$ cat src/rtl/tsm_pkg.sv
// shared constants, types and command codes of the subscription matcher
package tsm_pkg;

  localparam int MAX_SUBS    = 48;
  localparam int TOPIC_BYTES = 48;
  localparam int CNT_W       = $clog2(MAX_SUBS + 1);
  localparam int SLOT_W      = (MAX_SUBS > 1) ? $clog2(MAX_SUBS) : 1;
  localparam int LEN_W       = $clog2(TOPIC_BYTES);
  localparam int POS_W       = $clog2(TOPIC_BYTES + 1);
  localparam int TEXT_DEPTH  = MAX_SUBS * TOPIC_BYTES;
  localparam int TEXT_AW     = $clog2(TEXT_DEPTH);

  localparam logic [7:0] STAR_CHAR = 8'h2A;

  typedef enum logic [1:0] {
    ACT_SUB   = 2'd0,
    ACT_PUB   = 2'd1,
    ACT_UNSUB = 2'd2,
    ACT_NONE  = 2'd3
  } act_e;

  typedef struct packed {
    logic [LEN_W-1:0]   len;
    logic               prefix;
    logic [31:0]        owner;
    logic signed [31:0] rank;
  } meta_t;

  typedef struct packed {
    logic signed [31:0] rank;
    logic [31:0]        owner;
  } sort_t;

  typedef enum logic [4:0] {
    ST_IDLE, ST_SUB,
    ST_PM_START, ST_PM_META, ST_PM_LOAD, ST_PM_CMP, ST_PM_DEC,
    ST_SA_CHECK, ST_SA_LOAD, ST_SB, ST_SA_END,
    ST_NOMATCH, ST_EM_RD, ST_EM_OUT,
    ST_UN_START, ST_UN_META, ST_UN_LOAD, ST_UN_MWR, ST_UN_CP, ST_UN_NEXT, ST_UN_END
  } state_e;

  typedef enum logic [4:0] {
    OP_NOP, OP_ACCEPT, OP_SUB,
    OP_PM_START, OP_META_RD, OP_PM_LOAD, OP_CMP, OP_MATCH_DEC,
    OP_SA_RD, OP_SA_LOAD, OP_SB, OP_SA_END,
    OP_NOMATCH, OP_EM_RD, OP_EM_OUT,
    OP_UN_START, OP_UN_LOAD, OP_UN_MWR, OP_UN_CP, OP_UN_NEXT, OP_UN_END
  } cmd_e;

  typedef struct packed {
    logic e_done;
    logic k_done;
    logic a_done;
    logic b_done;
    logic n_zero;
    logic emit_last;
    logic id_hit;
    logic same_pos;
    logic out_free;
  } sts_t;

endpackage

$ cat src/rtl/tsm_ctrl.sv
// controller state machine sequencing subscribe, match, sort, emit and compaction
module tsm_ctrl import tsm_pkg::*; (
  input  logic       clk_i,
  input  logic       rst_ni,
  input  logic       in_valid_i,
  input  logic [1:0] action_i,
  input  logic       topic_last_i,
  input  sts_t       sts_i,
  output logic       in_ready_o,
  output cmd_e       cmd_o
);

  state_e state_q, state_d;

  // state register
  always_ff @(posedge clk_i or negedge rst_ni) begin
    if (!rst_ni) begin
      state_q <= ST_IDLE;
    end else begin
      state_q <= state_d;
    end
  end

  // next state
  always_comb begin
    state_d = state_q;
    case (state_q)
      ST_IDLE: begin
        if (in_valid_i) begin
          if (action_i == ACT_UNSUB) begin
            state_d = ST_UN_START;
          end else if (action_i == ACT_NONE) begin
            state_d = ST_IDLE;
          end else if (topic_last_i) begin
            state_d = (action_i == ACT_SUB) ? ST_SUB : ST_PM_START;
          end
        end
      end
      ST_SUB:      if (sts_i.out_free) state_d = ST_IDLE;
      ST_PM_START: state_d = ST_PM_META;
      ST_PM_META:  state_d = sts_i.e_done ? ST_SA_CHECK : ST_PM_LOAD;
      ST_PM_LOAD:  state_d = ST_PM_CMP;
      ST_PM_CMP:   if (sts_i.k_done) state_d = ST_PM_DEC;
      ST_PM_DEC:   state_d = ST_PM_META;
      ST_SA_CHECK: begin
        if (sts_i.a_done) begin
          state_d = sts_i.n_zero ? ST_NOMATCH : ST_EM_RD;
        end else begin
          state_d = ST_SA_LOAD;
        end
      end
      ST_SA_LOAD:  state_d = ST_SB;
      ST_SB:       if (sts_i.b_done) state_d = ST_SA_END;
      ST_SA_END:   state_d = ST_SA_CHECK;
      ST_NOMATCH:  if (sts_i.out_free) state_d = ST_IDLE;
      ST_EM_RD:    state_d = ST_EM_OUT;
      ST_EM_OUT: begin
        if (sts_i.out_free) begin
          state_d = sts_i.emit_last ? ST_IDLE : ST_EM_RD;
        end
      end
      ST_UN_START: state_d = ST_UN_META;
      ST_UN_META:  state_d = sts_i.e_done ? ST_UN_END : ST_UN_LOAD;
      ST_UN_LOAD:  state_d = (sts_i.id_hit || sts_i.same_pos) ? ST_UN_META : ST_UN_MWR;
      ST_UN_MWR:   state_d = ST_UN_CP;
      ST_UN_CP:    if (sts_i.k_done) state_d = ST_UN_NEXT;
      ST_UN_NEXT:  state_d = ST_UN_META;
      ST_UN_END:   if (sts_i.out_free) state_d = ST_IDLE;
      default:     state_d = ST_IDLE;
    endcase
  end

  // commands to the datapath
  always_comb begin
    cmd_o      = OP_NOP;
    in_ready_o = 1'b0;
    case (state_q)
      ST_IDLE: begin
        in_ready_o = 1'b1;
        cmd_o      = in_valid_i ? OP_ACCEPT : OP_NOP;
      end
      ST_SUB:      cmd_o = sts_i.out_free ? OP_SUB : OP_NOP;
      ST_PM_START: cmd_o = OP_PM_START;
      ST_PM_META:  cmd_o = sts_i.e_done ? OP_NOP : OP_META_RD;
      ST_PM_LOAD:  cmd_o = OP_PM_LOAD;
      ST_PM_CMP:   cmd_o = OP_CMP;
      ST_PM_DEC:   cmd_o = OP_MATCH_DEC;
      ST_SA_CHECK: cmd_o = sts_i.a_done ? OP_NOP : OP_SA_RD;
      ST_SA_LOAD:  cmd_o = OP_SA_LOAD;
      ST_SB:       cmd_o = OP_SB;
      ST_SA_END:   cmd_o = OP_SA_END;
      ST_NOMATCH:  cmd_o = sts_i.out_free ? OP_NOMATCH : OP_NOP;
      ST_EM_RD:    cmd_o = OP_EM_RD;
      ST_EM_OUT:   cmd_o = sts_i.out_free ? OP_EM_OUT : OP_NOP;
      ST_UN_START: cmd_o = OP_UN_START;
      ST_UN_META:  cmd_o = sts_i.e_done ? OP_NOP : OP_META_RD;
      ST_UN_LOAD:  cmd_o = OP_UN_LOAD;
      ST_UN_MWR:   cmd_o = OP_UN_MWR;
      ST_UN_CP:    cmd_o = OP_UN_CP;
      ST_UN_NEXT:  cmd_o = OP_UN_NEXT;
      ST_UN_END:   cmd_o = sts_i.out_free ? OP_UN_END : OP_NOP;
      default:     cmd_o = OP_NOP;
    endcase
  end

endmodule

$ cat config.mk
export PLATFORM = sky130hd
export DESIGN_NAME = tsm_ctrl
export DESIGN_NICKNAME = d
export VERILOG_FILES = /design/src/rtl/tsm_pkg.sv /design/src/rtl/tsm_ctrl.sv
export SDC_FILE = /design/constraint.sdc
export NUM_CORES = 1
export LEC_CHECK = 0
export BUFFER_PORTS_ARGS = -buffer_cell sky130_fd_sc_hd__buf_2
export CORE_UTILIZATION = 50
export DETAILED_ROUTE_END_ITERATION = 10
export PLACE_DENSITY = 0.76
export RECOVER_POWER = 100
export REMOVE_ABC_BUFFERS = 1
export SLEW_MARGIN = 20
export SYNTH_ARGS = -nofsm -noshare
export SYNTH_HDL_FRONTEND = slang
export SYNTH_SLANG_ARGS = --single-unit
$ cat constraint.sdc
create_clock -name clk_i -period 2.15 [get_ports clk_i]
set_clock_uncertainty 0.2 [all_clocks]
set_input_delay 0.3225 -clock clk_i [delete_from_list [all_inputs] [get_ports clk_i]]
set_output_delay 0.3225 -clock clk_i [all_outputs]
set_load 0.05 [all_outputs]
==> results.json <==
{
  "timing.critical_path.from_type": "register",
  "worst_slack_ns": 0.0429,
  "via_count": 1068,
  "cp_top_family": "flip-flops",
  "setup-violations-final": 0,
  "worst-slew-pin-transition_ns": 0.301,
  "clockPowerShare_pct": 5.5,
  "timing.rr.start": "state_q[1]$_DFFE_PN0P_",
  "yosys_warnings": 0,
  "switchingPower_mw": 1.09,
  "ff2ff_path_depth": 6,
  "detailedRoute.firstPassIterationCount": 4,
  "seqCellArea_sq_um": 131,
  "criticalPathCategory": "reg2out",
  "worst_slack_at_placement_ns": 0.118,
  "peak_vdd_ir_v": 0.000991,
  "internal-power_mw": 0.879,
  "cts_num_sinks": 5,
  "path_clk_slew_ns": 0.05,
  "cellLeakagePower_nw": 0.516,
  "diodes": 0,
  "timing.final.max_slew_violations": 0,
  "finalWeightedCongestion": 0.912,
  "clock-root-buffer": "clkbuf_4",
  "worst_slew_margin_rel_pct": 79.8,
  "gr-usage-all-layers_pct": 29.3,
  "cpPeakStageDelay_ns": 0.47,
  "mappedNetlistArea_sq_um": 847,
  "post-dp-hpwl_mm": 1.87,
  "cpMaxStageDelayCell": "dfrtp_2",
  "layout.cells.most_common": "buf_4",
  "min-delay-path-class": "in2async",
  "crit_path_max_fanout": 15,
  "routed_wirelength_normalized_by_instance_count_um": 16.0,
  "numPortBuffers": 20,
  "totalNegativeSetupSlack_ns": 0,
  "finalHoldViolations": 0,
  "grt.overflow.total": 0,
  "synth_seq_cells": 5,
  "share_of_synthesized_registers_carrying_an_async_set_or_reset_pct": 100,
  "floorplan.die_area_sq_um": 1860,
  "core_region_area_sq_um": 1540,
  "post_synth_num_cell_types": 45,
  "crit_chain": "buf_6 -> and4bb_2 -> a31o_2 -> buf_2",
  "first_global_vias": 871,
  "synth_seq_area_share_pct": 14.8,
  "drive_above_1_share_pct": 39.7,
  "rsz_0062_raised_after_global_routing": "yes",
  "finish.net_count": 170,
  "fmax_mhz": 475,
  "most_frequent_cells_in_the_layout": "18 x buf_4, 14 x buf_2, 12 x a21oi_1",
  "floorplan.initialDensity_pct": 55.0,
  "top_register": "state_q",
  "cts_tree": "done",
  "worstPathRequired_ns": 1.63,
  "viasPerCell": 6.40,
  "drc": 0,
  "post-route-period-util_pct": 98.0,
  "initialDrtViolationCount": 68,
  "row_count": 14,
  "grt_pass1_wl_mm": 4.15,
  "multi_input_area_sq_um": 663,
  "cts_max_path_buffers": 2,
  "pwr-share-comb_pct": 81.4,
  "worst-endpoint-arrival_ns": 1.58,
  "critPathBufInv": 2,
  "final.min_clock_period_ns": 2.11,
  "largest_register_ffs": 5,
  "swShare_pct": 55.4,
  "y_dimension_of_the_die_um": 43.2,
  "timing.hold.ws_ns": 0.261,
  "antenna_found_initial": 0,
  "routed_wirelength_mm": 2.68,
  "rrSetupSlack_ns": 0.15,
  "grt_max_degree": 17,
  "drtAntennaViolNets": 0,
  "power.sequential.fraction_pct": 13.1,
  "power.density_nw_per_um2": 1740,
  "yosys_most_used_dff": "dfrtp_1",
  "fin_util_pct": 73.5,
  "r2r-end": "state_q[0]$_DFFE_PN0P_",
  "synthesis.instances": 116,
  "largestRegisters": "state_q: 5 flops",
  "die_width_um": 43.2,
  "run_status": "completed",
  "clk-insertion-delay-late_ns": 0.24,
  "cts_buffers": 3,
  "critPathCaptureType": "output port",
  "ios": 21,
  "postSynthAreaPerCell_sq_um": 7.30,
  "max_cap_violations": 0,
  "synth_edf_count": 0,
  "cts-htree-levels": 1,
  "fillcell_total": 126,
  "flow.area_growth_from_synthesis_pct": 33.8
}
-- logic make-up (layout without fill, tap and decap cells) --
family,count (synthesis),after routing,synth area share [%]
flip-flops,5,5,14.8
buffers and inverters,17,52,9.16
adder cells (fa/ha/maj),3,3,4.43
multiplexers,5,5,6.50
AO/OA/AOI/OAI,45,45,37.4
XOR/XNOR,1,1,1.03
AND/OR/NAND/NOR,40,40,26.7
-- cells in the mapped netlist (2+ instances only) --
library cell / count / share of area (%)
nand3_1: 6 / 3.5
o21ai_1: 3 / 1.8
clkbuf_1: 2 / 0.89
mux2i_1: 4 / 4.7
o21ai_0: 8 / 4.7
nor4_1: 2 / 1.5
a31oi_1: 3 / 2.2
nor3_1: 4 / 2.4
ha_1: 3 / 4.4
inv_1: 8 / 3.5
nor2_1: 7 / 3.1
buf_2: 5 / 3.0
dfrtp_1: 5 / 15
nor2b_1: 6 / 4.4
o22ai_1: 2 / 1.5
o31ai_1: 2 / 1.8
nand2_1: 5 / 2.2
a21oi_1: 12 / 7.1
o21a_1: 2 / 1.8
buf_4: 2 / 1.8
-- through the flow --
step / std cells / area [sq um] / power (mW)
2_1_floorplan: 107 / 800 / 1.23
3_3_place_gp: 154 / 1000 / 1.63
3_5_place_dp: 154 / 1000 / 1.66
4_1_cts: 159 / 1050 / 1.82
5_1_grt: 167 / 1130 / 2.10
6_report: 167 / 1130 / 1.97
-- repair_timing --
action                     in CTS  in global routing
hold endpoints to repair        5                  0
setup endpoints to repair       5                  6
hold buffers                    1                  0
resized for setup               9                 11
pin swaps                       0                  2
buffers inserted                0                  8
-- worst max-delay path by stage --
stage	startpoint	endpoint	slack, ns	cells after the start
floorplan	state_q[0]$_DFFE_PN0P_	cmd_o[1]	-0.50	3
global placement	state_q[1]$_DFFE_PN0P_	cmd_o[2]	0.14	5
detailed placement	state_q[1]$_DFFE_PN0P_	cmd_o[2]	0.12	5
CTS	state_q[3]$_DFFE_PN0P_	cmd_o[2]	0.01	6
global route	state_q[3]$_DFFE_PN0P_	cmd_o[2]	-0.04	6
finish	state_q[2]$_DFFE_PN0P_	cmd_o[0]	0.04	4
-- cell type report --
| cell class | instances | area share [%] |
|---|---|---|
| inverter | 8 | 2.65 |
| sequential | 5 | 11.6 |
| timing repair buffer | 40 | 23.2 |
| multi-input combinational | 94 | 58.5 |
| tap | 16 | 1.77 |
| clock buffer | 4 | 2.32 |
-- power groups by stage --
stage	Combinational, mW	Sequential (mW)	Clock (mW)
after floorplan	0.930	0.301	0
after global placement	1.37	0.262	0
after detailed placement	1.39	0.268	0
after CTS	1.43	0.275	0.108
after global routing	1.71	0.268	0.119
final	1.60	0.258	0.108
-- per-layer routing --
layer / global-route usage (%) / share of wire [%] / up-vias
li1: - / - / 507
met1: 41.0 / 43 / 487
met2: 45.4 / 47 / 66
met3: 5.53 / 8.1 / 8
met4: 8.48 / 1.6 / 0
met5: 0 / 0 / -
No activity file was read; power rests on OpenSTA's default activity.
